===== src/rtl/ctca_pkg.sv =====
`timescale 1ns / 1ps
// Shared types and constants for the charge-time capacitance averager.
// Used by ctca_ctrl, ctca_datapath and charge_time_capacitance_averager_top.
package ctca_pkg;

  // Width and reset value of the sample-size register
  localparam int CFG_WIDTH = 8;
  localparam logic [CFG_WIDTH-1:0] CFG_RESET = 8'd16;

  // Width of the average field on the result
  localparam int AVG_WIDTH = 16;

  // One tick in
  typedef struct packed {
    logic start_request;
    logic receive_level;
  } item_t;

  // One tick out
  typedef struct packed {
    logic                 send_drive;
    logic                 discharge_pulse;
    logic                 finished;
    logic [AVG_WIDTH-1:0] average_time;
  } result_t;

  // Controller states
  typedef enum logic {
    ST_RUN,
    ST_DIVIDE
  } ctca_state_t;

  // Commands from controller to datapath
  typedef struct packed {
    logic accept;   // apply the tick update of the accepted item
    logic step;     // advance the divider by one quotient bit
    logic finish;   // store the quotient and load the closing result
  } ctca_cmd_t;

  // Status from datapath to controller
  typedef struct packed {
    logic div_needed;  // the offered item ends a run with a non-zero size
    logic div_done;    // all quotient bits are formed
  } ctca_status_t;

endpackage


===== src/rtl/ctca_ctrl.sv =====
`timescale 1ns / 1ps
// Controller for the charge-time capacitance averager: run/divide sequencing
// and the result valid flag. Depends on ctca_pkg.
module ctca_ctrl (
  input  logic                  clk,
  input  logic                  rst,
  input  logic                  item_valid,
  output logic                  item_stall,
  output logic                  result_valid,
  input  logic                  result_stall,
  input  ctca_pkg::ctca_status_t status,
  output ctca_pkg::ctca_cmd_t    cmd,
  output ctca_pkg::ctca_state_t  state
);
  import ctca_pkg::*;

  ctca_state_t state_next;
  logic        out_free;
  logic        load_result;

  // The result register can take a new item if empty or draining this cycle
  assign out_free = !result_valid || !result_stall;

  // Next state
  always_comb begin
    state_next = state;
    unique case (state)
      ST_RUN: begin
        if (item_valid && out_free && status.div_needed) begin
          state_next = ST_DIVIDE;
        end
      end
      ST_DIVIDE: begin
        if (status.div_done && out_free) begin
          state_next = ST_RUN;
        end
      end
      default: state_next = ST_RUN;
    endcase
  end

  // Outputs
  always_comb begin
    cmd         = '0;
    item_stall  = 1'b1;
    load_result = 1'b0;
    unique case (state)
      ST_RUN: begin
        item_stall  = !out_free;
        cmd.accept  = item_valid && out_free;
        load_result = cmd.accept && !status.div_needed;
      end
      ST_DIVIDE: begin
        cmd.step    = !status.div_done;
        cmd.finish  = status.div_done && out_free;
        load_result = cmd.finish;
      end
      default: begin
        item_stall = 1'b1;
      end
    endcase
  end

  // Hold state and result valid
  always_ff @(posedge clk) begin
    if (rst) begin
      state        <= ST_RUN;
      result_valid <= 1'b0;
    end else begin
      state <= state_next;
      if (load_result) begin
        result_valid <= 1'b1;
      end else if (!result_stall) begin
        result_valid <= 1'b0;
      end
    end
  end

endmodule


===== src/rtl/ctca_datapath.sv =====
`timescale 1ns / 1ps
// Datapath for the charge-time capacitance averager: tick update, reading sum,
// restoring divider and result register. Depends on ctca_pkg.
module ctca_datapath #(
  parameter int TIME_WIDTH  = 16,
  parameter int COUNT_WIDTH = 8
) (
  input  logic                              clk,
  input  logic                              rst,
  input  logic                              cfg_wen,
  input  logic [ctca_pkg::CFG_WIDTH-1:0]    cfg_wdata,
  input  ctca_pkg::item_t                   item,
  input  ctca_pkg::ctca_cmd_t               cmd,
  output ctca_pkg::ctca_status_t            status,
  output ctca_pkg::result_t                 result
);
  import ctca_pkg::*;

  localparam int SUM_W = TIME_WIDTH + COUNT_WIDTH;
  localparam int CMP_W = (COUNT_WIDTH > CFG_WIDTH) ? COUNT_WIDTH : CFG_WIDTH;
  localparam int CNT_W = $clog2(SUM_W + 1);

  // Registers
  logic [CFG_WIDTH-1:0]   sample_size;
  logic                   sampling_active;
  logic                   charging_wait;
  logic [TIME_WIDTH-1:0]  charge_timer;
  logic [SUM_W-1:0]       reading_sum;
  logic [COUNT_WIDTH-1:0] readings_taken;
  logic [TIME_WIDTH-1:0]  stored_average;
  logic [SUM_W-1:0]       div_quot;
  logic [COUNT_WIDTH:0]   div_rem;
  logic [COUNT_WIDTH-1:0] div_divisor;
  logic [CNT_W-1:0]       div_count;

  // Tick update values
  logic                   sampling_active_next;
  logic                   charging_wait_next;
  logic [TIME_WIDTH-1:0]  charge_timer_next;
  logic [SUM_W-1:0]       reading_sum_next;
  logic [COUNT_WIDTH-1:0] readings_taken_next;
  logic [TIME_WIDTH-1:0]  stored_average_next;
  logic                   pulse;
  logic                   div_needed;
  logic                   active_now;
  logic [TIME_WIDTH-1:0]  timer_now;

  // Effective sample size, limited to the counter range
  logic [CMP_W-1:0]       size_wide;
  logic [CMP_W-1:0]       count_max_wide;
  logic [COUNT_WIDTH-1:0] size_eff;

  // Divider step
  logic [COUNT_WIDTH:0]   rem_sh;
  logic [COUNT_WIDTH+1:0] trial;
  logic                   fits;

  // Result assembly
  logic [TIME_WIDTH-1:0]           avg_out;
  logic [TIME_WIDTH+AVG_WIDTH-1:0] avg_ext;
  result_t                         result_next;

  assign size_wide      = CMP_W'(sample_size);
  assign count_max_wide = CMP_W'({COUNT_WIDTH{1'b1}});
  assign size_eff       = (size_wide > count_max_wide) ? {COUNT_WIDTH{1'b1}}
                                                       : size_wide[COUNT_WIDTH-1:0];

  // Work out the state after one tick
  always_comb begin
    sampling_active_next = sampling_active;
    charging_wait_next   = charging_wait;
    charge_timer_next    = charge_timer;
    reading_sum_next     = reading_sum;
    readings_taken_next  = readings_taken;
    stored_average_next  = stored_average;
    pulse                = 1'b0;
    div_needed           = 1'b0;
    active_now           = sampling_active || item.start_request;
    timer_now            = charging_wait ? charge_timer : '0;
    if (active_now) begin
      sampling_active_next = 1'b1;
      charging_wait_next   = 1'b1;
      charge_timer_next    = timer_now;
      if (item.receive_level) begin
        charging_wait_next = 1'b0;
        pulse              = 1'b1;
        if (readings_taken < size_eff) begin
          reading_sum_next    = reading_sum + SUM_W'(timer_now);
          readings_taken_next = readings_taken + 1'b1;
        end else begin
          // End of run: a zero size stores zero, otherwise divide
          if (size_eff == '0) begin
            stored_average_next = '0;
          end else begin
            div_needed = 1'b1;
          end
          reading_sum_next     = '0;
          readings_taken_next  = '0;
          sampling_active_next = 1'b0;
        end
      end else if (!(&timer_now)) begin
        charge_timer_next = timer_now + 1'b1;
      end
    end
  end

  assign status.div_needed = div_needed;
  assign status.div_done   = (div_count == '0);

  // One restoring division step
  assign rem_sh = {div_rem[COUNT_WIDTH-1:0], div_quot[SUM_W-1]};
  assign trial  = {1'b0, rem_sh} - {2'b00, div_divisor};
  assign fits   = !trial[COUNT_WIDTH+1];

  // Build the result payload
  assign avg_out = cmd.finish ? div_quot[TIME_WIDTH-1:0] : stored_average_next;
  assign avg_ext = {{AVG_WIDTH{1'b0}}, avg_out};

  always_comb begin
    result_next.average_time = avg_ext[AVG_WIDTH-1:0];
    if (cmd.finish) begin
      result_next.send_drive      = 1'b0;
      result_next.discharge_pulse = 1'b1;
      result_next.finished        = 1'b1;
    end else begin
      result_next.send_drive      = charging_wait_next;
      result_next.discharge_pulse = pulse;
      result_next.finished        = !sampling_active_next;
    end
  end

  // State registers
  always_ff @(posedge clk) begin
    if (rst) begin
      sample_size     <= CFG_RESET;
      sampling_active <= 1'b0;
      charging_wait   <= 1'b0;
      charge_timer    <= '0;
      reading_sum     <= '0;
      readings_taken  <= '0;
      stored_average  <= '0;
      div_count       <= '0;
    end else if (cfg_wen) begin
      sample_size    <= cfg_wdata;
      reading_sum    <= '0;
      readings_taken <= '0;
    end else if (cmd.accept) begin
      sampling_active <= sampling_active_next;
      charging_wait   <= charging_wait_next;
      charge_timer    <= charge_timer_next;
      reading_sum     <= reading_sum_next;
      readings_taken  <= readings_taken_next;
      stored_average  <= stored_average_next;
      if (div_needed) begin
        div_count <= CNT_W'(SUM_W);
      end
    end else if (cmd.step) begin
      div_count <= div_count - 1'b1;
    end else if (cmd.finish) begin
      stored_average <= div_quot[TIME_WIDTH-1:0];
    end
  end

  // Divider registers and result payload
  always_ff @(posedge clk) begin
    if (cmd.accept && div_needed) begin
      div_quot    <= reading_sum;
      div_rem     <= '0;
      div_divisor <= size_eff;
    end else if (cmd.step) begin
      div_quot <= {div_quot[SUM_W-2:0], fits};
      div_rem  <= fits ? trial[COUNT_WIDTH:0] : rem_sh;
    end
    if ((cmd.accept && !div_needed) || cmd.finish) begin
      result <= result_next;
    end
  end

endmodule


===== src/rtl/charge_time_capacitance_averager_top.sv =====
`timescale 1ns / 1ps
// Top level of the charge-time capacitance averager.
// Depends on ctca_pkg, ctca_ctrl and ctca_datapath.
//
// Each item is one microsecond tick and gives one result item. An ordinary
// tick needs no division. The tick that ends a sampling run with a non-zero
// sample size runs a restoring divider, one quotient bit a cycle, over
// TIME_WIDTH + COUNT_WIDTH bits; no item is taken until the quotient is done.
// The result register lets an item be taken in the cycle its predecessor's
// result leaves. The user must write the sample size through cfg_wen /
// cfg_wdata only while the block is idle; the block does not enforce this.
// A write clears the running sum and reading count.
module charge_time_capacitance_averager_top #(
  parameter int TIME_WIDTH  = 16,
  parameter int COUNT_WIDTH = 8
) (
  input  logic                           clk,
  input  logic                           rst,
  input  logic                           cfg_wen,
  input  logic [ctca_pkg::CFG_WIDTH-1:0] cfg_wdata,
  input  logic                           item_valid,
  output logic                           item_stall,
  input  ctca_pkg::item_t                item,
  output logic                           result_valid,
  input  logic                           result_stall,
  output ctca_pkg::result_t              result
);
  import ctca_pkg::*;

  ctca_cmd_t    cmd;
  ctca_status_t status;
  ctca_state_t  state;

  // Sequencing
  ctca_ctrl u_ctrl (
    .clk          (clk),
    .rst          (rst),
    .item_valid   (item_valid),
    .item_stall   (item_stall),
    .result_valid (result_valid),
    .result_stall (result_stall),
    .status       (status),
    .cmd          (cmd),
    .state        (state)
  );

  // Tick update, sum and divider
  ctca_datapath #(
    .TIME_WIDTH  (TIME_WIDTH),
    .COUNT_WIDTH (COUNT_WIDTH)
  ) u_datapath (
    .clk       (clk),
    .rst       (rst),
    .cfg_wen   (cfg_wen),
    .cfg_wdata (cfg_wdata),
    .item      (item),
    .cmd       (cmd),
    .status    (status),
    .result    (result)
  );

  // An item that needs no division shows its result in the next cycle
  a_result_follows: assert property (@(posedge clk) disable iff (rst)
    (cmd.accept && !status.div_needed) |=> result_valid)
    else $error("result missing after a plain tick");

  // No item is taken while a division is in progress
  a_hold_in_divide: assert property (@(posedge clk) disable iff (rst)
    (state == ST_DIVIDE) |-> item_stall)
    else $error("item taken during division");

  // A charging result never reports the run as finished
  a_drive_not_done: assert property (@(posedge clk) disable iff (rst)
    (result_valid && result.send_drive) |-> !result.finished)
    else $error("send drive high with run finished");

endmodule

===== config.mk =====
export PLATFORM = sky130hd
export DESIGN_NAME = charge_time_capacitance_averager_top
export DESIGN_NICKNAME = d
export VERILOG_FILES = /design/src/rtl/ctca_pkg.sv /design/src/rtl/ctca_ctrl.sv /design/src/rtl/ctca_datapath.sv /design/src/rtl/charge_time_capacitance_averager_top.sv
export SDC_FILE = /design/constraint.sdc
export NUM_CORES = 1
export LEC_CHECK = 0
export BUFFER_PORTS_ARGS = -buffer_cell sky130_fd_sc_hd__buf_2
export CORE_MARGIN = 2
export CORE_UTILIZATION = 45
export CTS_BUF_LIST = sky130_fd_sc_hd__clkbuf_4 sky130_fd_sc_hd__clkbuf_8 sky130_fd_sc_hd__clkbuf_16
export DETAILED_ROUTE_END_ITERATION = 7
export GPL_TIMING_DRIVEN = 0
export PLACE_DENSITY_LB_ADDON = 0.05
export SKIP_LAST_GASP = 1
export SLEW_MARGIN = 20
export SYNTH_ARGS = -nofsm -noshare
export SYNTH_HDL_FRONTEND = slang
export SYNTH_SLANG_ARGS = --single-unit

===== constraint.sdc =====
create_clock -name clk -period 3.35 [get_ports clk]
set_input_delay 0.1675 -clock clk [delete_from_list [all_inputs] [get_ports clk]]
set_output_delay 0.1675 -clock clk [all_outputs]
set_load 0.1 [all_outputs]

==> impl_metrics.ini, run 1 <==
[status]
outcome = complete, no violations

[global_routing]
grt_max_degree = 25
grt_pass1_vias = 6246
antenna_found_initial = 0
grt_pass1_wl_um = 33100
grt_util_all_layers = 0.232
overflow = 0

[timing]
fmax_mhz = 317
setup_viol = 0
fin_crit_sh = 0.942
hold_ws_ps = 14.6
slew_viol_final = 0
period_minus_slack_ps = 3160
relSlewSlack = 0.492
grt_setup_unrepaired = yes
skew_ps = 9.30
worst_slew_pin_slew_ps = 762
hold_violations = 0

[worst_setup_path]
r2r-end = u_datapath.reading_sum[18]
cpMaxStageDelayCell = o31ai_1
path_cells = buf_6, buf_12, buf_6, buf_6, buf_6, and2_1, ha_1, nand3_1, o31ai_1, nor4_4, nor2_2, nand4_1, mux2i_1
worstSetupPathType = reg -> reg
cp_max_fo = 19
rrSetupSlack_ps = 190
rr_worst_depth = 13
cp_top_family = simple AND/OR/NAND/NOR gates
critPathLaunchType = flop
max_stage_delay_ps = 620
path_common_cell = buf_6
r2r-start = u_datapath.charging_wait
worst-path-buf-inv = 5
worstPathArrival_ps = 3470
end_kind = flop
cp.required_ps = 3660

[floorplanning]
std_cell_rows = 48
coreArea_um2 = 17100
die_h_um = 135
io_pins = 36
fp.dieArea_um2 = 18300
initial_core_util = 0.454
die_w_um = 135

[yosys]
synth_enable_flop_cells = 51
yosysSeqAreaShare = 0.426
synth_commonest_cells = nand2_1, dfxtp_1, nor2_1
synth_top_area_share = 0.229
synth.net_count = 890
syn-cell-area_um2 = 7770
syn_avg_cell_area_um2 = 9.14
synth_cell_types = 77
yosysWarnings = 0
yosys_register_bits = 140
synth_area_leaders = dfxtp_1, edfxtp_1, nand2_1
ys_async_sr_fraction = 0
synth_top_cell_by_area = dfxtp_1
netlist_instances = 851
ys.flop_type = dfxtp_1
yosysMostFrequentCell = nand2_1

[cells_and_area]
stdcell_count = 1155
drive_above_1_share = 0.154
antenna_cells = 0
final_util = 0.526
n_fill_cell = 1608
syn2layout_area_growth_pct = 15.9
regArea_um2 = 3310
multi_input_area_um2 = 4130
nets = 956

[placed_design]
dp_cells = 1111
port_buffers = 34
gp_congestion = 0.886
hpwl_um = 15200

[route]
drc = 0
routed_wirelength_um = 20500
wire_per_inst_um = 17.8
num_vias = 6673
drtAntennaViolNets = 0
via_per_inst = 5.78
first_pass_iters = 5
first_iter_violations = 488

[clocking]
cts_root_buf = clkbuf_16
cts_tree = built
cts.sinks = 140
clk_latency_ps = 430
cts.htree.levels = 4
clk_pin_slew_ps = 70
clk_path_buf_depth = 2
cts_made_buffers = 17

[flow_run]
drv_cap = 0

[power_and_ir_drop]
max-vdd-ir-drop_mv = 0.379
p_leak_nw = 3.47
cellPowerDensity_nw_per_um2 = 452
total_power_mw = 4.07

[hold_path]
worstHoldStart = cfg_wdata[6]
hold_depth = 3
worstHoldEndpoint = u_datapath.sample_size[6]
hp-class = in -> reg
## repair_timing
item	in CTS	in global routing
hold endpoints to repair	7	0
cloned	0	1
setup buffers	2	4
resized for setup	12	14
endpoints found under the setup margin	43	82
pin swaps	3	4
hold buffers	7	0
## per-layer routing
metal,global-route usage,up-vias,routed length (µm)
li1,-,3243,-
met1,0.329,3207,9760
met2,0.364,198,9410
met3,0.0393,25,1000
met4,0.0741,0,340
met5,0,-,0
## sequential cells by signal (all words and copies together), names as in the netlist, 5 cells and up
register and count:
u_datapath.charge_timer 16, u_datapath.div_count 5, u_datapath.div_divisor 8, u_datapath.div_quot 24, u_datapath.div_rem 8, u_datapath.reading_sum 24
u_datapath.readings_taken 8, u_datapath.result 19, u_datapath.sample_size 8, u_datapath.stored_average 16
## stage by stage
step           setup TNS (ps)  instance area (µm²)  setup slack, ps
3_3_place_gp           -26180                 8230             -923
4_1_cts                 -5.10                 8910            -5.10
5_1_grt                 -63.3                 9010            -22.3
3_5_place_dp           -14060                 8240             -870
2_1_floorplan               0                 7780             71.1
6_report                    0                 9010              194
## power breakdown
group	internal (mW)	switching (mW)	total, mW
Combinational	0.137	0.309	0.446
Clock	0.975	0.813	1.79
Sequential	1.81	0.0306	1.84
## layout by cell type (no fill, tap or decap), drive strengths merged, types with 8 or more instances in the layout
master	count
nor2	67
a32oi	8
nor2b	9
nand3	29
o211ai	8
nand2	95
o31ai	8
buf	71
clkbuf	44
ha	23
a22o	35
xor2	16
and3	11
dfxtp	89
edfxtp	51
mux2i	19
a21oi	47
nand4	13
inv	44
mux2	18
o21ai	55
a21o	8
nor3	14
xnor2	16
and2	10
## area by class of cell
class,count,area share
clock inverters,15,0.0143
repair buffers,48,0.0329
repair inverters,1,0.000555
flip-flops and latches,140,0.368
well taps,225,0.0312
clock buffers,17,0.0472
plain buffers,57,0.0328
inverters,35,0.0150
multi-input cells,617,0.458
## cells by family after synthesis
logic type      count (synthesis)  share of synthesized area
simple gates                  299                      0.195
compound gates                218                      0.192
flops                         140                      0.426
buf+inv                        94                     0.0510
mux                            37                     0.0510
xor+xnor                       32                     0.0360
fa+ha+maj                      31                     0.0486
## worst max-delay path by stage
stage,cells after the start,slack (ps),start,end
after floorplan,16,70,u_datapath.charging_wait,u_datapath.reading_sum[16]
after global placement,17,-920,u_datapath.charging_wait,u_datapath.reading_sum[18]
after detailed placement,17,-870,u_datapath.charging_wait,u_datapath.reading_sum[18]
after CTS,16,-5,u_datapath.charging_wait,u_datapath.reading_sum[18]
after global routing,12,-20,u_datapath.sample_size[2],u_datapath.div_quot[14]
final,13,190,u_datapath.charging_wait,u_datapath.reading_sum[18]
## worst register-to-register path: stages (launching register included)
cell,delay (ps)
dfxtp_2,360
buf_6,150
buf_12,150
buf_6,150
buf_6,150
buf_6,140
and2_1,200
ha_1,420
nand3_1,140
o31ai_1,620
nor4_4,100
nor2_2,170
nand4_1,140
mux2i_1,150
Power figures use the tool's default switching activity.
==> run 2, diff against run 1 <==
- CTS_BUF_LIST: sky130_fd_sc_hd__clkbuf_4 sky130_fd_sc_hd__clkbuf_8 sky130_fd_sc_hd__clkbuf_16 -> sky130_fd_sc_hd__clkbuf_4 sky130_fd_sc_hd__clkbuf_8
- CTS_CLUSTER_SIZE: not set -> 10
- SYNTH_HIERARCHICAL: not set -> 1
==> run 2 against run 1 <==
  * Global-route usage fell by 1.6 points
  * Clock-buffer cell count is 1 higher
  * Wire length shrank 6.8%
  * Sequential power about the same
  * Clock skew up 12 ps
  * Worst hold slack improved by 42 ps
  * Total power fell by 8.4%
  * Final area decreased by 2.4%
  * First-iteration DRC count is 7.6% lower
  * Critical endpoint is now u_datapath/reading_sum[12]
==> impl_metrics.ini, run 2 <==
[power_and_ir_drop]
power_frac_seq = 0.491
cellPowerDensity_nw_per_um2 = 424
max-vdd-ir-drop_mv = 0.213
p_sw_mw = 1.04
p_leak_nw = 3.24
clock_power_share = 0.396
intPower_mw = 2.69
p_comb_frac = 0.112
swShare = 0.279
total_power_mw = 3.73

[timing]
fin_crit_sh = 0.961
grt_setup_unrepaired = no
fin_setup_tns_ps = 0
fmax_mhz = 311
setup_viol = 0
worst_slew_pin_slew_ps = 732
final.setup.worst_slack_ps = 132
period_minus_slack_ps = 3220
skew_ps = 20.9
relSlewSlack = 0.512
hold_violations = 0
slew_viol_final = 0

[yosys]
syn_avg_cell_area_um2 = 8.46
synth_top_family_by_area = simple AND/OR/NAND/NOR gates
synth_enable_flop_cells = 51
synth_top_area_share = 0.230
synth_area_leaders = dfxtp_1, edfxtp_1, nand2_1
syn-cell-area_um2 = 7740
synth.net_count = 955
synth_commonest_cells = nand2_1, dfxtp_1, nor2_1
synth-xor-area-share = 0.0407
yosysSeqAreaShare = 0.428
synthAdderAreaFrac = 0.0453
ys_async_sr_fraction = 0
yosysMostFrequentCell = nand2_1
synth_top_cell_by_area = dfxtp_1
synth_mux_area_frac = 0.0263
synth_cell_types = 70
netlist_instances = 915
synth_compound_area_frac = 0.186
yosys_register_bits = 140
ys.flop_type = dfxtp_1
yosys.area_share.simple = 0.220
yosysWarnings = 6

[worst_setup_path]
cp.required_ps = 3670
worst-path-buf-inv = 2
critPathLaunchType = flop
max_stage_delay_ps = 370
r2r-start = u_datapath/charging_wait
rr_worst_depth = 13
r2r-end = u_datapath/reading_sum[12]
path_cells = buf_4, and2_1, clkbuf_1, ha_2, ha_2, a21oi_1, a221oi_2, a21oi_1, a22oi_2, nor2_1, o41ai_2, xnor2_1, o21ai_1
rrSetupSlack_ps = 130
worstSetupPathDepth = 13
cp_top_family = compound AO/OA/AOI/OAI gates
cp_max_fo = 10
cp-endpoint = u_datapath/reading_sum[12]
worstSetupPathType = reg -> reg
startpoint = u_datapath/charging_wait
end_kind = flop
worstPathArrival_ps = 3540
cpMaxStageDelayCell = dfxtp_1

[route]
first_iter_violations = 451
drtAntennaViolNets = 0
via_per_inst = 5.44
routed_wirelength_um = 19100
wire_per_inst_um = 15.8
first_pass_iters = 5
drc = 0
num_vias = 6588

[cells_and_area]
final_common_cell = nand2_1
n_fill_cell = 1594
final_cell_mix = nand2_1, dfxtp_1, nor2_1
nets = 1018
top_regs = u_datapath/div_quot (24), u_datapath/reading_sum (24), u_datapath/result (19)
fin_area_um2 = 8790
drive_above_1_share = 0.113
multi_input_area_um2 = 4060
syn2layout_area_growth_pct = 13.6
final_util = 0.526
regArea_um2 = 3310
antenna_cells = 0

[floorplanning]
coreArea_um2 = 16700
die_h_um = 135
io_pins = 36
initial_core_util = 0.463
die_w_um = 135
std_cell_rows = 47
fp.dieArea_um2 = 18300

[flow_run]
drv_cap = 0

[hold_path]
worstHoldStart = item_valid
hp-class = in -> reg

[placed_design]
gp_congestion = 0.881
hpwl_um = 14200
port_buffers = 33
pre_cts_ws_ps = -998
place_area_um2 = 8230

[clocking]
clk_pin_slew_ps = 90
cts.sinks = 140
clk_latency_ps = 450
cts.htree.levels = 4
cts_root_buf = clkbuf_8
cts_tree = built
cts_made_buffers = 17
clk_path_buf_depth = 2

[global_routing]
grt_util_all_layers = 0.216
overflow = 0
antenna_found_initial = 0
grt_pass1_wl_um = 31100
grt_max_degree = 29
grt_pass1_vias = 6069

[status]
outcome = complete, no violations
run 2: cell types whose count changed after synthesis, moves of 6 or more:
cell	previous run	this run
nand2_1	95	167
a22o_1	35	18
mux2_2	15	2
nand2b_1	6	19
nor2_1	65	78
buf_2	23	11
clkbuf_1	29	41
xnor2_1	16	24
a21oi_1	47	54
nand3_1	29	23
nand4b_1	6	0
run 2: worst min-delay path by stage:
stage	to	slack, ps	depth (start not counted)
6_report	u_ctrl/state	60	3
4_1_cts	u_ctrl/state	40	3
3_5_place_dp	u_datapath/sample_size[4]	400	3
3_3_place_gp	u_datapath/sample_size[4]	390	3
2_1_floorplan	u_ctrl/result_valid	230	1
5_1_grt	u_ctrl/state	50	3
run 2: layout make-up:
cell class                 instances  area share
multi-input combinational        674       0.461
sequential                       140       0.377
timing repair buffer              47      0.0346
tap                              220      0.0313
buffer                            56      0.0293
clock buffer                      18      0.0275
clock inverter                    14      0.0209
inverter                          42      0.0179
run 2: stage by stage:
step,std cells,hold WS (ps)
2_1_floorplan,915,229
3_3_place_gp,1168,391
3_5_place_dp,1171,395
4_1_cts,1210,36.6
5_1_grt,1211,52.5
6_report,1211,56.4
run 2: cell families after synthesis:
family	after synthesis
and+or+nand+nor	370
DFF	140
muxes	20
AOI/OAI and AO/OA	220
adders and majority gates	28
buffers and inverters	101
xor gates and xnor gates	36
run 2: repair_timing:
| item | CTS | global route |
|---|---|---|
| hold buffers | 9 | 0 |
| resized for setup | 8 | 6 |
| buffers inserted | 0 | 2 |
| endpoints found under the setup margin | 15 | 32 |
| pin swaps | 2 | 2 |
| hold endpoints to repair | 10 | 0 |
run 2: per-layer routing:
layer	GRT usage	wire [µm]	part of all wire
met4	0.0637	314	0.016
met5	0	0	0
met3	0.0438	821	0.043
met2	0.331	8410	0.44
met1	0.309	9570	0.50
run 2: power groups by stage:
stage / clock network [mW] / registers [mW] / logic [mW]
5_1_grt: 1.57 / 1.84 / 0.456
4_1_cts: 1.51 / 1.83 / 0.419
2_1_floorplan: 0 / 1.97 / 0.213
3_3_place_gp: 0 / 1.87 / 0.402
6_report: 1.48 / 1.83 / 0.419
3_5_place_dp: 0 / 1.87 / 0.411
run 2: worst register-to-register path: stages, from the launching register on:
cell      delay (ps)
dfxtp_1          370
buf_4            200
and2_1           140
clkbuf_1         240
ha_2             300
ha_2             260
a21oi_1           90
a221oi_2         320
a21oi_1          160
a22oi_2          280
nor2_1           130
o41ai_2          360
xnor2_1          180
o21ai_1           70
==> run 3, diff against run 2 <==
- CORE_ASPECT_RATIO: not set -> 1.5
==> run 3 against run 2 <==
  * Fmax up 0.47%
  * Critical path depth shrank 4
  * First-iteration DRC count down 29%
  * Via count increased by 0.12%
  * Worst hold slack got worse by 13 ps
  * Total power is 2.6% lower
  * Non-clock buffer count is 3 lower
  * Die area is 0.11% higher
  * Clock skew decreased by 8.5 ps
  * Largest power group unchanged
==> impl_metrics.ini, run 3 (synthesized netlist as in run 2, its figures left out) <==
[status]
outcome = complete, no violations

[route]
routed_wirelength_um = 19600
wire_per_inst_um = 16.3
num_vias = 6596
first_iter_violations = 322
drc = 0
drtAntennaViolNets = 0
first_pass_iters = 7
via_per_inst = 5.51

[clocking]
cts.sinks = 140
clk_path_buf_depth = 2
clk_latency_ps = 450
clk_pin_slew_ps = 90
cts.htree.levels = 4
cts_root_buf = clkbuf_8
cts_made_buffers = 17
cts_tree = built

[worst_setup_path]
worstSetupPathType = reg -> reg
path_cells = nand2b_2, nor2_1, inv_1, nor2_1, nand3_1, clkbuf_1, a211oi_1, nor4_2, nand2_1
cp_top_family = simple AND/OR/NAND/NOR gates
cp.required_ps = 3750
worstPathArrival_ps = 3600
critPathLaunchType = flop
path_common_cell = nor2_1
cp_max_fo = 10
end_kind = flop
worst-path-buf-inv = 2
max_stage_delay_ps = 600
r2r-start = u_ctrl/state
startpoint = u_ctrl/state
cpMaxStageDelayCell = nor2_1

[cells_and_area]
antenna_cells = 0
multi_input_area_um2 = 4080
top_regs = u_datapath/div_quot (24), u_datapath/reading_sum (24), u_datapath/result (19)
final_cell_mix = nand2_1, dfxtp_1, nor2_1
final_common_cell = nand2_1
n_fill_cell = 1676
syn2layout_area_growth_pct = 13.0
regArea_um2 = 3310
fin_area_um2 = 8750
final_util = 0.520
nets = 1015
drive_above_1_share = 0.114

[timing]
hold_ws_ps = 43.5
setup_viol = 0
relSlewSlack = 0.498
grt_setup_unrepaired = yes
worst_slew_pin_slew_ps = 753
fin_setup_tns_ps = 0
hold_violations = 0
skew_ps = 12.5
fin_crit_sh = 0.956
period_minus_slack_ps = 3200
slew_viol_final = 0
fmax_mhz = 312

[global_routing]
grt_pass1_wl_um = 32300
grt_pass1_vias = 6359
grt_use_met3 = 0.0360
antenna_found_initial = 0
grt_max_degree = 29
grt-busiest-layer = met2
use_met1 = 0.254
overflow = 0
met2_usage = 0.419
grt_util_all_layers = 0.221

[placed_design]
gp_congestion = 0.898
port_buffers = 33
hpwl_um = 14700
place_area_um2 = 8190

[floorplanning]
std_cell_rows = 58
die_h_um = 165
fp.dieArea_um2 = 18300
io_pins = 36
die_w_um = 111
initial_core_util = 0.460
coreArea_um2 = 16800

[flow_run]
drv_cap = 0

[hold_path]
worstHoldStart = item_valid
hp-class = in -> reg

[power_and_ir_drop]
max-vdd-ir-drop_mv = 0.237
total_power_mw = 3.63
cellPowerDensity_nw_per_um2 = 415
p_leak_nw = 3.22
-- run 3: final timing paths --
| check | endpoint | slack [ps] | cells past startpoint |
|---|---|---|---|
| setup / recovery | u_datapath/reading_sum[10] | 150 | 9 |
| setup reg to reg | u_datapath/reading_sum[10] | 150 | 9 |
| hold / removal | u_ctrl/state | 40 | 3 |
| hold reg to reg | u_datapath/div_divisor[4] | 450 | 0 |
-- run 3: cell type report --
| type | instances | share of cell area |
|---|---|---|
| Sequential cell | 140 | 0.379 |
| Clock buffer | 18 | 0.0283 |
| Clock inverter | 14 | 0.0170 |
| Inverter | 42 | 0.0180 |
| Buffer | 55 | 0.0289 |
| Tap cell | 210 | 0.0300 |
| Multi-Input combinational cell | 674 | 0.467 |
| Timing Repair Buffer | 45 | 0.0322 |
-- run 3: metal layers --
layer	vias to the layer above	share of wire
met4	0	0.012
met2	111	0.52
li1	3364	-
met3	17	0.031
met5	-	0
met1	3104	0.43
-- run 3: where the power goes --
part           switching, mW  internal [mW]
sequential            0.0309           1.80
clock                  0.745          0.639
combinational          0.288          0.126
-- run 3: what timing repair did --
action / CTS / global route
endpoints found under the hold margin: 9 / 0
gates cloned: 0 / 0
buffers inserted: 0 / 2
gates resized for setup: 12 / 7
endpoints found under the setup margin: 49 / 50
hold buffers: 9 / 0
pin swaps: 3 / 4
-- run 3: tightest hold or removal path, stage by stage --
cell	delay (ps)
buf_2	110
a31oi_1	120
nor3_1	60
-- run 3: through the flow --
stage	cells	setup slack, ps
6_report	1198	147
4_1_cts	1198	9.06
3_5_place_dp	1159	-1080
2_1_floorplan	915	65.0
5_1_grt	1198	-29.4
3_3_place_gp	1158	-1110
